[src/hdl/gspt_pkg.sv]
`timescale 1ns / 1ps
// ---------------------------------------------------------------------------
// gspt_pkg
// shared types and codes of the grouped source pool table
// ---------------------------------------------------------------------------
package gspt_pkg;

  localparam int KEY_W       = 16;
  localparam int ENTRIES_DEF = 16;

  // request codes
  localparam logic [2:0] REQ_ADD      = 3'd0;
  localparam logic [2:0] REQ_RELEASE  = 3'd1;
  localparam logic [2:0] REQ_DELETE   = 3'd2;
  localparam logic [2:0] REQ_SET_USE  = 3'd3;
  localparam logic [2:0] REQ_ALLOC    = 3'd4;
  localparam logic [2:0] REQ_HAS_FREE = 3'd5;
  localparam logic [2:0] REQ_LIST     = 3'd6;
  localparam logic [2:0] REQ_UNUSED   = 3'd7;

  // result status codes
  localparam logic [1:0] ST_OK   = 2'd0;
  localparam logic [1:0] ST_MISS = 2'd1;
  localparam logic [1:0] ST_FULL = 2'd2;

  // which condition marks a cell as a hit
  typedef enum logic [2:0] {
    HIT_KEY  = 3'd0,  // valid and key matches
    HIT_FREE = 3'd1,  // valid, group matches, not in use
    HIT_PEND = 3'd2,  // pending mark set
    HIT_GRP  = 3'd3,  // valid and group matches
    HIT_REL  = 3'd4   // valid, group matches, in use
  } hit_sel_t;

  typedef struct packed {
    logic             valid;
    logic [KEY_W-1:0] key;
    logic [KEY_W-1:0] group;
    logic             in_use;
    logic             pend;
  } entry_t;

  // first-hit chain running from cell 0 upwards
  typedef struct packed {
    logic             seen;
    logic             more;
    logic [KEY_W-1:0] key;
    logic             in_use;
  } chain_t;

  // command broadcast to every cell
  typedef struct packed {
    hit_sel_t         sel;
    logic [KEY_W-1:0] key;
    logic [KEY_W-1:0] group;
    logic             insert;
    logic             write_grp;
    logic             write_use;
    logic             use_val;
    logic             remove;
    logic             clear_pend;
    logic             load_pend;
  } act_t;

endpackage

[src/hdl/gspt_cell.sv]
`timescale 1ns / 1ps
// ---------------------------------------------------------------------------
// gspt_cell
// one table slot: holds an entry, takes part in the first-hit chain and
// shifts to or from its neighbours on insert and remove
// ---------------------------------------------------------------------------
module gspt_cell
  import gspt_pkg::*;
(
  input  logic   clk,
  input  logic   rst,
  input  act_t   act,
  input  entry_t left_ent,
  input  entry_t right_ent,
  input  logic   ge_left,
  output logic   ge,
  input  chain_t chain_in,
  output chain_t chain_out,
  output entry_t ent
);

  entry_t ent_next;
  logic   hit;
  logic   first;

  always_comb begin
    case (act.sel)
      HIT_KEY:  hit = ent.valid && (ent.key == act.key);
      HIT_FREE: hit = ent.valid && (ent.group == act.group) && !ent.in_use;
      HIT_PEND: hit = ent.valid && ent.pend;
      HIT_GRP:  hit = ent.valid && (ent.group == act.group);
      HIT_REL:  hit = ent.valid && (ent.group == act.group) && ent.in_use;
      default:  hit = 1'b0;
    endcase
  end

  assign first = hit && !chain_in.seen;
  // insertion point lies at or below this slot
  assign ge    = !ent.valid || (ent.key > act.key);

  always_comb begin
    chain_out.seen   = chain_in.seen | hit;
    chain_out.more   = chain_in.more | (hit & chain_in.seen);
    chain_out.key    = chain_in.key | (first ? ent.key : '0);
    chain_out.in_use = chain_in.in_use | (first & ent.in_use);
  end

  always_comb begin
    ent_next = ent;
    if (act.insert) begin
      if (ge_left) begin
        ent_next      = left_ent;
        ent_next.pend = 1'b0;
      end else if (ge) begin
        ent_next.valid  = 1'b1;
        ent_next.key    = act.key;
        ent_next.group  = act.group;
        ent_next.in_use = 1'b0;
        ent_next.pend   = 1'b0;
      end
    end else if (act.remove) begin
      if (chain_out.seen) begin
        ent_next = right_ent;
      end
    end else begin
      if (first && act.write_grp) begin
        ent_next.group = act.group;
      end
      if (first && act.write_use) begin
        ent_next.in_use = act.use_val;
      end
      if (first && act.clear_pend) begin
        ent_next.pend = 1'b0;
      end
      if (act.load_pend) begin
        ent_next.pend = hit;
      end
    end
  end

  always_ff @(posedge clk) begin
    ent.key    <= ent_next.key;
    ent.group  <= ent_next.group;
    ent.in_use <= ent_next.in_use;
    if (rst) begin
      ent.valid <= 1'b0;
      ent.pend  <= 1'b0;
    end else begin
      ent.valid <= ent_next.valid;
      ent.pend  <= ent_next.pend;
    end
  end

endmodule

[src/hdl/grouped_source_pool_table.sv]
`timescale 1ns / 1ps
// ---------------------------------------------------------------------------
// grouped_source_pool_table
// sorted table of sources with group and in-use mark, built as a cell row
// ---------------------------------------------------------------------------
// The table is a row of ENTRIES cells, each holding one source; valid entries
// sit at the low end in ascending key order. Every request passes through an
// evaluate cycle (a first-hit chain runs along the row and its summary is
// registered) and an apply cycle (the row inserts, removes or rewrites in one
// step, shifting cells taking data from their left or right neighbour), then the
// result waits in the output register. Single-result requests pass these
// steps once; release and list first pass a marking state that sets pending
// marks, then repeat them for each result emitted. A new request is taken
// once the last result of the previous one has been transferred.
module grouped_source_pool_table
  import gspt_pkg::*;
#(
  parameter int ENTRIES = ENTRIES_DEF
) (
  input  logic             clk,
  input  logic             rst,
  input  logic             in_valid,
  output logic             in_stall,
  input  logic [2:0]       req_type,
  input  logic [KEY_W-1:0] src_key,
  input  logic [KEY_W-1:0] group_id,
  input  logic             use_value,
  output logic             out_valid,
  input  logic             out_stall,
  output logic [1:0]       status,
  output logic [KEY_W-1:0] result_key,
  output logic             destroy_notice,
  output logic             last
);

  typedef enum logic [4:0] {
    S_IDLE  = 5'b00001,
    S_MARK  = 5'b00010,
    S_EVAL  = 5'b00100,
    S_APPLY = 5'b01000,
    S_OUT   = 5'b10000
  } state_t;

  state_t state, state_next;

  // latched request
  logic [2:0]       req;
  logic [KEY_W-1:0] req_key;
  logic [KEY_W-1:0] req_grp;
  logic             req_use;

  // registered chain summary
  logic             sum_seen;
  logic             sum_more;
  logic [KEY_W-1:0] sum_key;
  logic             sum_use;
  logic             sum_full;

  act_t   act;
  entry_t cell_q [ENTRIES];
  chain_t chn    [ENTRIES+1];
  logic   ge_c   [ENTRIES+1];

  logic   multi;   // release or list: pending marks drive the scan
  logic   rel_more;

  logic             res_load;
  logic [1:0]       res_status;
  logic [KEY_W-1:0] res_key;
  logic             res_dn;
  logic             res_last;

  assign multi    = (req == REQ_RELEASE) || (req == REQ_LIST);
  assign in_stall = (state != S_IDLE);
  assign out_valid = (state == S_OUT);

  assign chn[0]  = '0;
  assign ge_c[0] = 1'b0;

  // row of cells
  for (genvar i = 0; i < ENTRIES; i++) begin : g_cell
    entry_t l_ent, r_ent;
    if (i == 0) begin : g_l0
      assign l_ent = '0;
    end else begin : g_ln
      assign l_ent = cell_q[i-1];
    end
    if (i == ENTRIES - 1) begin : g_rn
      assign r_ent = '0;
    end else begin : g_rm
      assign r_ent = cell_q[i+1];
    end
    gspt_cell u_cell (
      .clk       (clk),
      .rst       (rst),
      .act       (act),
      .left_ent  (l_ent),
      .right_ent (r_ent),
      .ge_left   (ge_c[i]),
      .ge        (ge_c[i+1]),
      .chain_in  (chn[i]),
      .chain_out (chn[i+1]),
      .ent       (cell_q[i])
    );
  end

  // command to the row and the result of the apply cycle
  always_comb begin
    act        = '0;
    act.key    = req_key;
    act.group  = req_grp;
    act.sel    = HIT_KEY;
    res_load   = 1'b0;
    res_status = ST_MISS;
    res_key    = '0;
    res_dn     = 1'b0;
    res_last   = 1'b1;
    rel_more   = 1'b0;

    case (req)
      REQ_ALLOC, REQ_HAS_FREE: act.sel = HIT_FREE;
      REQ_RELEASE, REQ_LIST:   act.sel = HIT_PEND;
      default:                 act.sel = HIT_KEY;
    endcase

    case (state)
      S_MARK: begin
        act.sel       = (req == REQ_RELEASE) ? HIT_REL : HIT_GRP;
        act.load_pend = 1'b1;
      end
      S_APPLY: begin
        res_load = 1'b1;
        case (req)
          REQ_ADD: begin
            if (sum_seen) begin
              act.write_grp = 1'b1;
              act.write_use = 1'b1;
              act.use_val   = 1'b0;
              res_status    = ST_OK;
            end else if (sum_full) begin
              res_status = ST_FULL;
            end else begin
              act.insert = 1'b1;
              res_status = ST_OK;
            end
          end
          REQ_RELEASE, REQ_LIST: begin
            if (sum_seen) begin
              res_status = ST_OK;
              res_key    = sum_key;
              res_dn     = (req == REQ_RELEASE);
              res_last   = !sum_more;
              rel_more   = sum_more;
              if (req == REQ_RELEASE) begin
                act.remove = 1'b1;
              end else begin
                act.clear_pend = 1'b1;
              end
            end
          end
          REQ_DELETE: begin
            if (sum_seen && sum_use) begin
              act.remove = 1'b1;
              res_status = ST_OK;
            end
          end
          REQ_SET_USE: begin
            if (sum_seen) begin
              act.write_use = 1'b1;
              act.use_val   = req_use;
              res_status    = ST_OK;
            end
          end
          REQ_ALLOC: begin
            if (sum_seen) begin
              act.write_use = 1'b1;
              act.use_val   = 1'b1;
              res_status    = ST_OK;
              res_key       = sum_key;
            end
          end
          REQ_HAS_FREE: begin
            if (sum_seen) begin
              res_status = ST_OK;
            end
          end
          default: begin
            res_status = ST_MISS;
          end
        endcase
      end
      default: begin
      end
    endcase
  end

  // sequencer
  logic more_q;

  always_comb begin
    state_next = state;
    case (state)
      S_IDLE: begin
        if (in_valid) begin
          state_next = ((req_type == REQ_RELEASE) || (req_type == REQ_LIST)) ? S_MARK
                                                                              : S_EVAL;
        end
      end
      S_MARK:  state_next = S_EVAL;
      S_EVAL:  state_next = S_APPLY;
      S_APPLY: state_next = S_OUT;
      S_OUT: begin
        if (!out_stall) begin
          state_next = (multi && more_q) ? S_EVAL : S_IDLE;
        end
      end
      default: state_next = S_IDLE;
    endcase
  end

  always_ff @(posedge clk) begin
    if (rst) begin
      state <= S_IDLE;
    end else begin
      state <= state_next;
    end
  end

  // request latch on input transfer
  always_ff @(posedge clk) begin
    if (state == S_IDLE && in_valid) begin
      req     <= req_type;
      req_key <= src_key;
      req_grp <= group_id;
      req_use <= use_value;
    end
  end

  // chain summary at the end of the row
  always_ff @(posedge clk) begin
    if (state == S_EVAL) begin
      sum_seen <= chn[ENTRIES].seen;
      sum_more <= chn[ENTRIES].more;
      sum_key  <= chn[ENTRIES].key;
      sum_use  <= chn[ENTRIES].in_use;
      sum_full <= cell_q[ENTRIES-1].valid;
    end
  end

  // output register
  always_ff @(posedge clk) begin
    if (res_load) begin
      status         <= res_status;
      result_key     <= res_key;
      destroy_notice <= res_dn;
      last           <= res_last;
      more_q         <= rel_more;
    end
  end

  // the block takes no request while a result is still held
  a_no_accept_during_out: assert property (@(posedge clk) disable iff (rst)
    out_valid |-> in_stall)
    else $error("request accepted while a result is held");

  // a destroy notice always comes from a successful release
  a_notice_ok: assert property (@(posedge clk) disable iff (rst)
    (out_valid && destroy_notice) |-> (status == ST_OK))
    else $error("destroy notice with failing status");

  // a final result returns the block to idle once transferred
  a_last_idle: assert property (@(posedge clk) disable iff (rst)
    (out_valid && !out_stall && last) |=> !in_stall)
    else $error("block not idle after final result");

  // a failing result is always the final one of its request
  a_miss_last: assert property (@(posedge clk) disable iff (rst)
    (out_valid && status != ST_OK) |-> last)
    else $error("failing result is not final");

endmodule
[config.mk]
export PLATFORM = sky130hd
export DESIGN_NAME = grouped_source_pool_table
export DESIGN_NICKNAME = d
export VERILOG_FILES = /design/src/hdl/gspt_pkg.sv /design/src/hdl/gspt_cell.sv /design/src/hdl/grouped_source_pool_table.sv
export SDC_FILE = /design/constraint.sdc
export NUM_CORES = 2
export LEC_CHECK = 0
export BUFFER_PORTS_ARGS = -buffer_cell sky130_fd_sc_hd__buf_4
export CAP_MARGIN = 20
export CELL_PAD_IN_SITES_DETAIL_PLACEMENT = 0
export CELL_PAD_IN_SITES_GLOBAL_PLACEMENT = 1
export CORE_UTILIZATION = 46
export DETAILED_ROUTE_END_ITERATION = 10
export PLACE_DENSITY_LB_ADDON = 0.1
export SLEW_MARGIN = 30
export SYNTH_ARGS = -nofsm -noshare
export SYNTH_HDL_FRONTEND = slang
export SYNTH_SLANG_ARGS = --single-unit
[constraint.sdc]
create_clock -name clk -period 4.3 [get_ports clk]
set_clock_uncertainty 0.15 [all_clocks]
set_input_delay 0.215 -clock clk [delete_from_list [all_inputs] [get_ports clk]]
set_output_delay 0.215 -clock clk [all_outputs]
set_load 0.01 [all_outputs]
; ---- Yosys cells after proc, flatten, opt, wreduce, memory -nomap -nowiden
; Index checks and enable logic that the tools add are counted.
; W data, S select, Z words.
[totals]
register_bits = 642
inputBits = 40
output_inout_bits = 22
word_cells = 855
[op_classes]
order_cmp = 16
eq_ne = 84
mux = 220
bitwise = 90
n_reduce_logical = 350
[op_table]
columns = operator, n
row1 = $mux W35, 63
row2 = $eq A16 B16 Y1, 32
row3 = $mux W16, 32
row4 = $mux W18, 16
row5 = $mux W17, 16
row6 = $gt A16 B16 Y1, 16
row7 = $or A16 B16 Y16, 15
row8 = $reduce_and A3 Y1, 66
row9 = $logic_and A1 B1 Y1, 146
row10 = $reduce_bool A3 Y1, 32
row11 = $ne A3 B1 Y1 const B, 31
row12 = $pmux W1 S5, 16
row13 = $reduce_bool A4 Y1, 16
row14 = $mux W1, 58
row15 = $logic_not A1 Y1, 48
row16 = $or A1 B1 Y1, 44
row17 = $reduce_bool A2 Y1, 17
row18 = $and A1 B1 Y1, 31
row19 = $pmux W5 S5, 1
row20 = $logic_or A1 B1 Y1, 18
row21 = $eq A3 B3 Y1 const B, 5
row22 = $mux W3, 5
row23 = $eq A3 B2 Y1 const B, 4
row24 = $mux W2, 6
row25 = 19 further kinds, 26

; ---- Logic depth before layout (Yosys ltp)
[logic_depth]
depth_word = 27
depth_mapped = 16
depth_no_buf = 12

; ---- Hierarchy
; Synthesis repeated with hierarchy kept, for this count alone.
[unflattened]
cells_unflattened = 5068
hier_area_um2 = 49571.3
[by_module_without_submodules]
columns = mod, n_inst, cells_per_inst, area_per_inst_um2, seq_area_each_um2
row1 = gspt_cell at g_cell[15].u_cell ..., 10, 305, 2917.8, 1031.0
row2 = gspt_cell at g_cell[0].u_cell ..., 6, 307, 2895.3, 1031.0
row3 = grouped_source_pool_table, 1, 176, 3021.6, 2412.3

; ---- Least setup slack after synthesis
; Ideal clock, no wire load.
[synth_timing]
kind = register -> register
startpoint = reg req_key[15]
endpoint = reg g_cell[8].u_cell.ent[10] (netlist name), enable pin
setup_ns = 0.414
arrival_ns = 4.116
required_time_ns = 3.736
slack_ns = -0.380
path_stages_with_launch = 13
n_path_buf = 1
synth_period_minus_slack_ns = 4.680
cell_sequence = edfxtp_1 inv_1 ha_1 nand4_1 or4_1 a2111oi_1 a21o_1 buf_4 nor3_2 nand3_4 nor3_1 a21oi_1 a21boi_0
[synth_via]
elab_chain_len = 15
word_cells_on_any_way = 46
classes_between = order compare (2) / eq/ne (11) / mux (9) / bitwise (8) / reduce/logical (16)
[synth_rtl]
columns = element, line_no
row1 = from (decl), grouped_source_pool_table.sv:48  ; logic [KEY_W-1:0] req_key;
row2 = from (signal assigned), grouped_source_pool_table.sv:233  ; req_key <= src_key;
row3 = $eq A16 B16 Y1, gspt_cell.sv:28  ; HIT_KEY: hit = ent.valid && (ent.key == act.key);
row4 = $logic_and A1 B1 Y1, gspt_cell.sv:28
row5 = $pmux W1 S5, gspt_cell.sv:27  ; case (act.sel)
row6 = $or A1 B1 Y1 (7 in series), gspt_cell.sv:42  ; chain_out.seen = chain_in.seen | hit;
row7 = $logic_not A1 Y1, gspt_cell.sv:37  ; assign first = hit && !chain_in.seen;
row8 = $logic_and A1 B1 Y1, gspt_cell.sv:37
row9 = $logic_and A1 B1 Y1, gspt_cell.sv:66  ; if (first && act.write_grp) begin
row10 = $reduce_bool A3 Y1 (no line), --
row11 = $reduce_and A3 Y1 (no line) (*), --
row12 = to (decl), gspt_cell.sv:19  ; output entry_t ent
; Mark *: on every way between the ends. The rest lies on a longest branch, timed or not.
; A chain may end at the register's enable or synchronous reset.

==> results.toml <==
[synth]
ys_seq_elements = 642
synth_top_cell_area_share_pct = 43.18
synth.area.mux_share_pct = 4.072
async_flop_share_pct = 0
seq_area_frac_synth_pct = 44.95
syn_area_um2 = 42070
synth_largest_area_cell = "edfxtp_1"
syn_nets = 4519
synthSimpleGateAreaFrac_pct = 12.43
synth_top_flop_cell = "edfxtp_1"
synth_edf_count = 605
synth_compound_area_share_pct = 20.21
synthDistinctLibCells = 97
avgSynthCellArea_um2 = 9.962
synth_cells = 4223
yosys_warnings = 0
synth-adder-area-share_pct = 7.638
synthXorXnorAreaFrac_pct = 5.330
synth_top_family_by_area = "compound AO/OA/AOI/OAI gates"
synthTopCellsByArea = "edfxtp_1 43%, ha_1 7.6%, o21ai_0 4.8%"

[floorplanning]
core_um2 = 90290
fp.dieH_um = 304.4
die-area_um2 = 92670
die-width_um = 304.4
num_io_pins = 62
start_util_pct = 46.60
fp-row-count = 110

[placement]
dp_slack_ns = -0.005981
post-dp-hpwl_um = 110600
portBuffers = 61
place_congestion = 0.9425
place_area_um2 = 45810

[clocking]
root_buffer = "clkbuf_16"
cts_tree = "yes"
insertion_delay_ns = 0.66
cts_buffer_depth = 3
cts_sinks = 642
cts_max_level = 3
cts_buffers = 79
clk_pin_slew_ns = 0.06

[detailed_routing]
postRouteAntennaNets = 0
routedWlPerCell_um = 26.42
drt_wl_total_um = 149400
vias_per_cell = 6.278
vias = 35511
dr.pass1.iters = 11
drc_errors = 9
drtIter0Drc = 4283

[sta]
min_period_ns = 4.156
tightest_slew_ns = 0.8236
finalCritPeriodShare_pct = 96.64
finalHoldViolCount = 0
finalSetupViolations = 0
maxSlewHeadroom_pct = 44.96
finalWorstSetupSlack_ns = 0.1444
rsz0062_at_grt = "false"
slew_viol_final = 0
fmax_mhz = 240.6

[power]
power_mw = 15.95
leakagePower_nw = 18.96
p_per_area_nw_per_um2 = 326.1
ir_worst_vdd_uv = 372.7

[layout]
drive_gt1_share_pct = 13.13
seqCellArea_um2 = 18910
areaGrowthSynthToFinish_pct = 16.27
num_antenna_cells = 0
final_nets = 4711
multi_input_area_um2 = 21170
fin_area_um2 = 48910
final_core_util_pct = 54.17
fillers = 8239

[status]
status = "finished with violations"
violations = "DRC"

[setup_path]
path_class = "register to register"
startpoint = "g_cell[2].u_cell.ent[20]$_DFFE_PP_"
crit_path_max_fanout = 13
slowest_delay_ns = 0.67
r2r_start = "g_cell[2].u_cell.ent[20]$_DFFE_PP_"
cpMaxStageDelayCell = "or4_4"
cp.arrival_ns = 4.39
startpoint_type = "register"
cp_top_family = "compound AO/OA/AOI/OAI gates"
crit_required_ns = 4.53
cp_cell_sequence = "ha_1, nand4_1, or4_4, a2111oi_2, a21o_1, buf_4, nor3b_2, buf_12, a221o_1, a211o_1, a221oi_2, nand3_1"
path_buf_inv = 2
worstSetupEndpointType = "register"

[global_routing]
antenna_found_initial = 2
grt.total_usage_pct = 31.71
grt_pass1_vias = 34265
grt_overflow_total = 0
grt_pass1_wl_um = 224100
grt_max_degree = 172

[run]
drv_cap = 0

[worst_hold_path]
hp-class = "input port to register"
hp-start = "src_key[13]"
==> final timing paths <==
check,endpoint,depth (start not counted),slack [ns]
max reg2reg,sum_key[0]$_DFFE_PP_,12,0.14
min,req_key[13]$_DFFE_PP_,2,0.12
min reg2reg,g_cell[13].u_cell.ent[0]$_SDFFE_PP0P_,2,0.36
max,sum_key[0]$_DFFE_PP_,12,0.14
==> cell usage after synthesis (14+ instances only) <==
library cell / instances
a211oi_1: 31
a21o_1: 55
a21oi_1: 224
a221o_1: 24
a221oi_1: 15
a222oi_1: 192
a22o_1: 22
a22oi_1: 79
a31oi_1: 23
and2_1: 33
and3_1: 26
buf_1: 19
buf_2: 56
clkbuf_1: 211
dfxtp_1: 37
edfxtp_1: 605
ha_1: 256
inv_1: 259
mux2i_1: 170
nand2_1: 430
nand3_1: 51
nand4_1: 92
nor2_1: 254
nor2b_1: 26
nor3_1: 39
nor4_1: 48
o211ai_1: 25
o21a_1: 29
o21ai_0: 403
o21ai_1: 14
o22ai_1: 14
xnor2_1: 109
xor2_1: 147
==> cell families (layout without fill, tap and decap cells) <==
| group | Yosys count | after routing |
|---|---|---|
| buffers and inverters | 561 | 818 |
| and+or+nand+nor | 1089 | 1089 |
| xor gates and xnor gates | 256 | 256 |
| DFF | 642 | 642 |
| AOI/OAI and AO/OA | 1247 | 1247 |
| muxes | 171 | 171 |
| adders and majority gates | 257 | 257 |
==> cell usage in the layout (no fill, tap or decap), types with 23 or more instances in the layout <==
master / count
and3_1: 26
mux2i_1: 170
nand2_1: 429
buf_4: 321
xor2_1: 147
clkbuf_1: 24
xnor2_1: 109
ha_1: 256
nor2b_1: 26
inv_1: 258
a31oi_1: 23
o21a_1: 29
a21o_1: 55
clkbuf_16: 81
a221o_1: 24
buf_12: 49
nand3_1: 51
and2_1: 31
a222oi_1: 192
nor4_1: 44
edfxtp_1: 605
o21ai_0: 395
dlygate4sd3_1: 40
o211ai_1: 25
dfxtp_1: 37
nor2_1: 246
a21oi_1: 217
a22oi_1: 78
a211oi_1: 31
nand4_1: 92
nor3_1: 37
==> sequential cells by signal (all words and copies together), names as in the netlist <==
register	cells
sum_use	1
g_cell.u_cell.ent	560
status	2
sum_key	16
destroy_notice	1
req	3
last	1
result_key	16
sum_more	1
req_grp	16
req_use	1
sum_full	1
more_q	1
sum_seen	1
req_key	16
state	5
==> where the power goes <==
group / leakage, nW / switching (mW) / internal, mW / total, mW
clock: 1.26 / 2.83 / 4.04 / 6.87
combinational: 12.1 / 1.24 / 0.869 / 2.10
sequential: 5.65 / 0.0760 / 6.91 / 6.98
==> per-stage QoR <==
stage                     hold WS [ns]   TNS (ns)  cells
after floorplan                 0.1639          0   4223
after global placement          0.2436          0   5465
after detailed placement        0.2443  -0.005981   5465
after CTS                      0.08376          0   5651
after global routing            0.1052          0   5656
final                           0.1190          0   5656
==> worst register-to-register path, delay by kind of cell (launching register included) <==
kind	cells	cell delay, ns
AND/OR/NAND/NOR	4	1.14
flip-flops	1	0.40
buffers and inverters	2	0.30
AO/OA/AOI/OAI	5	1.58
adder cells (fa/ha/maj)	1	0.31
==> timing repair <==
item	4_1_cts	5_1_grt
pin swaps	0	5
hold buffers	40	0
endpoints found under the hold margin	66	0
gates resized for setup	1	16
setup endpoints to repair	2	114
setup buffers	0	4
==> cell type report <==
cell class / count / area share [%]
multi-input combinational: 3020 / 43.28
sequential: 642 / 38.66
timing repair buffer: 412 / 7.797
clock buffer: 107 / 4.385
tap: 1176 / 3.008
inverter: 260 / 1.995
clock inverter: 39 / 0.8749
==> metal layers <==
metal / part of all wire [%] / GRT usage [%] / vias up
li1: - / - / 16440
met1: 43 / 43.09 / 17485
met2: 47 / 51.48 / 1339
met3: 5.8 / 3.510 / 245
met4: 4.1 / 13.12 / 2
met5: 0.013 / 0 / -
Power figures use the tool's default switching activity.
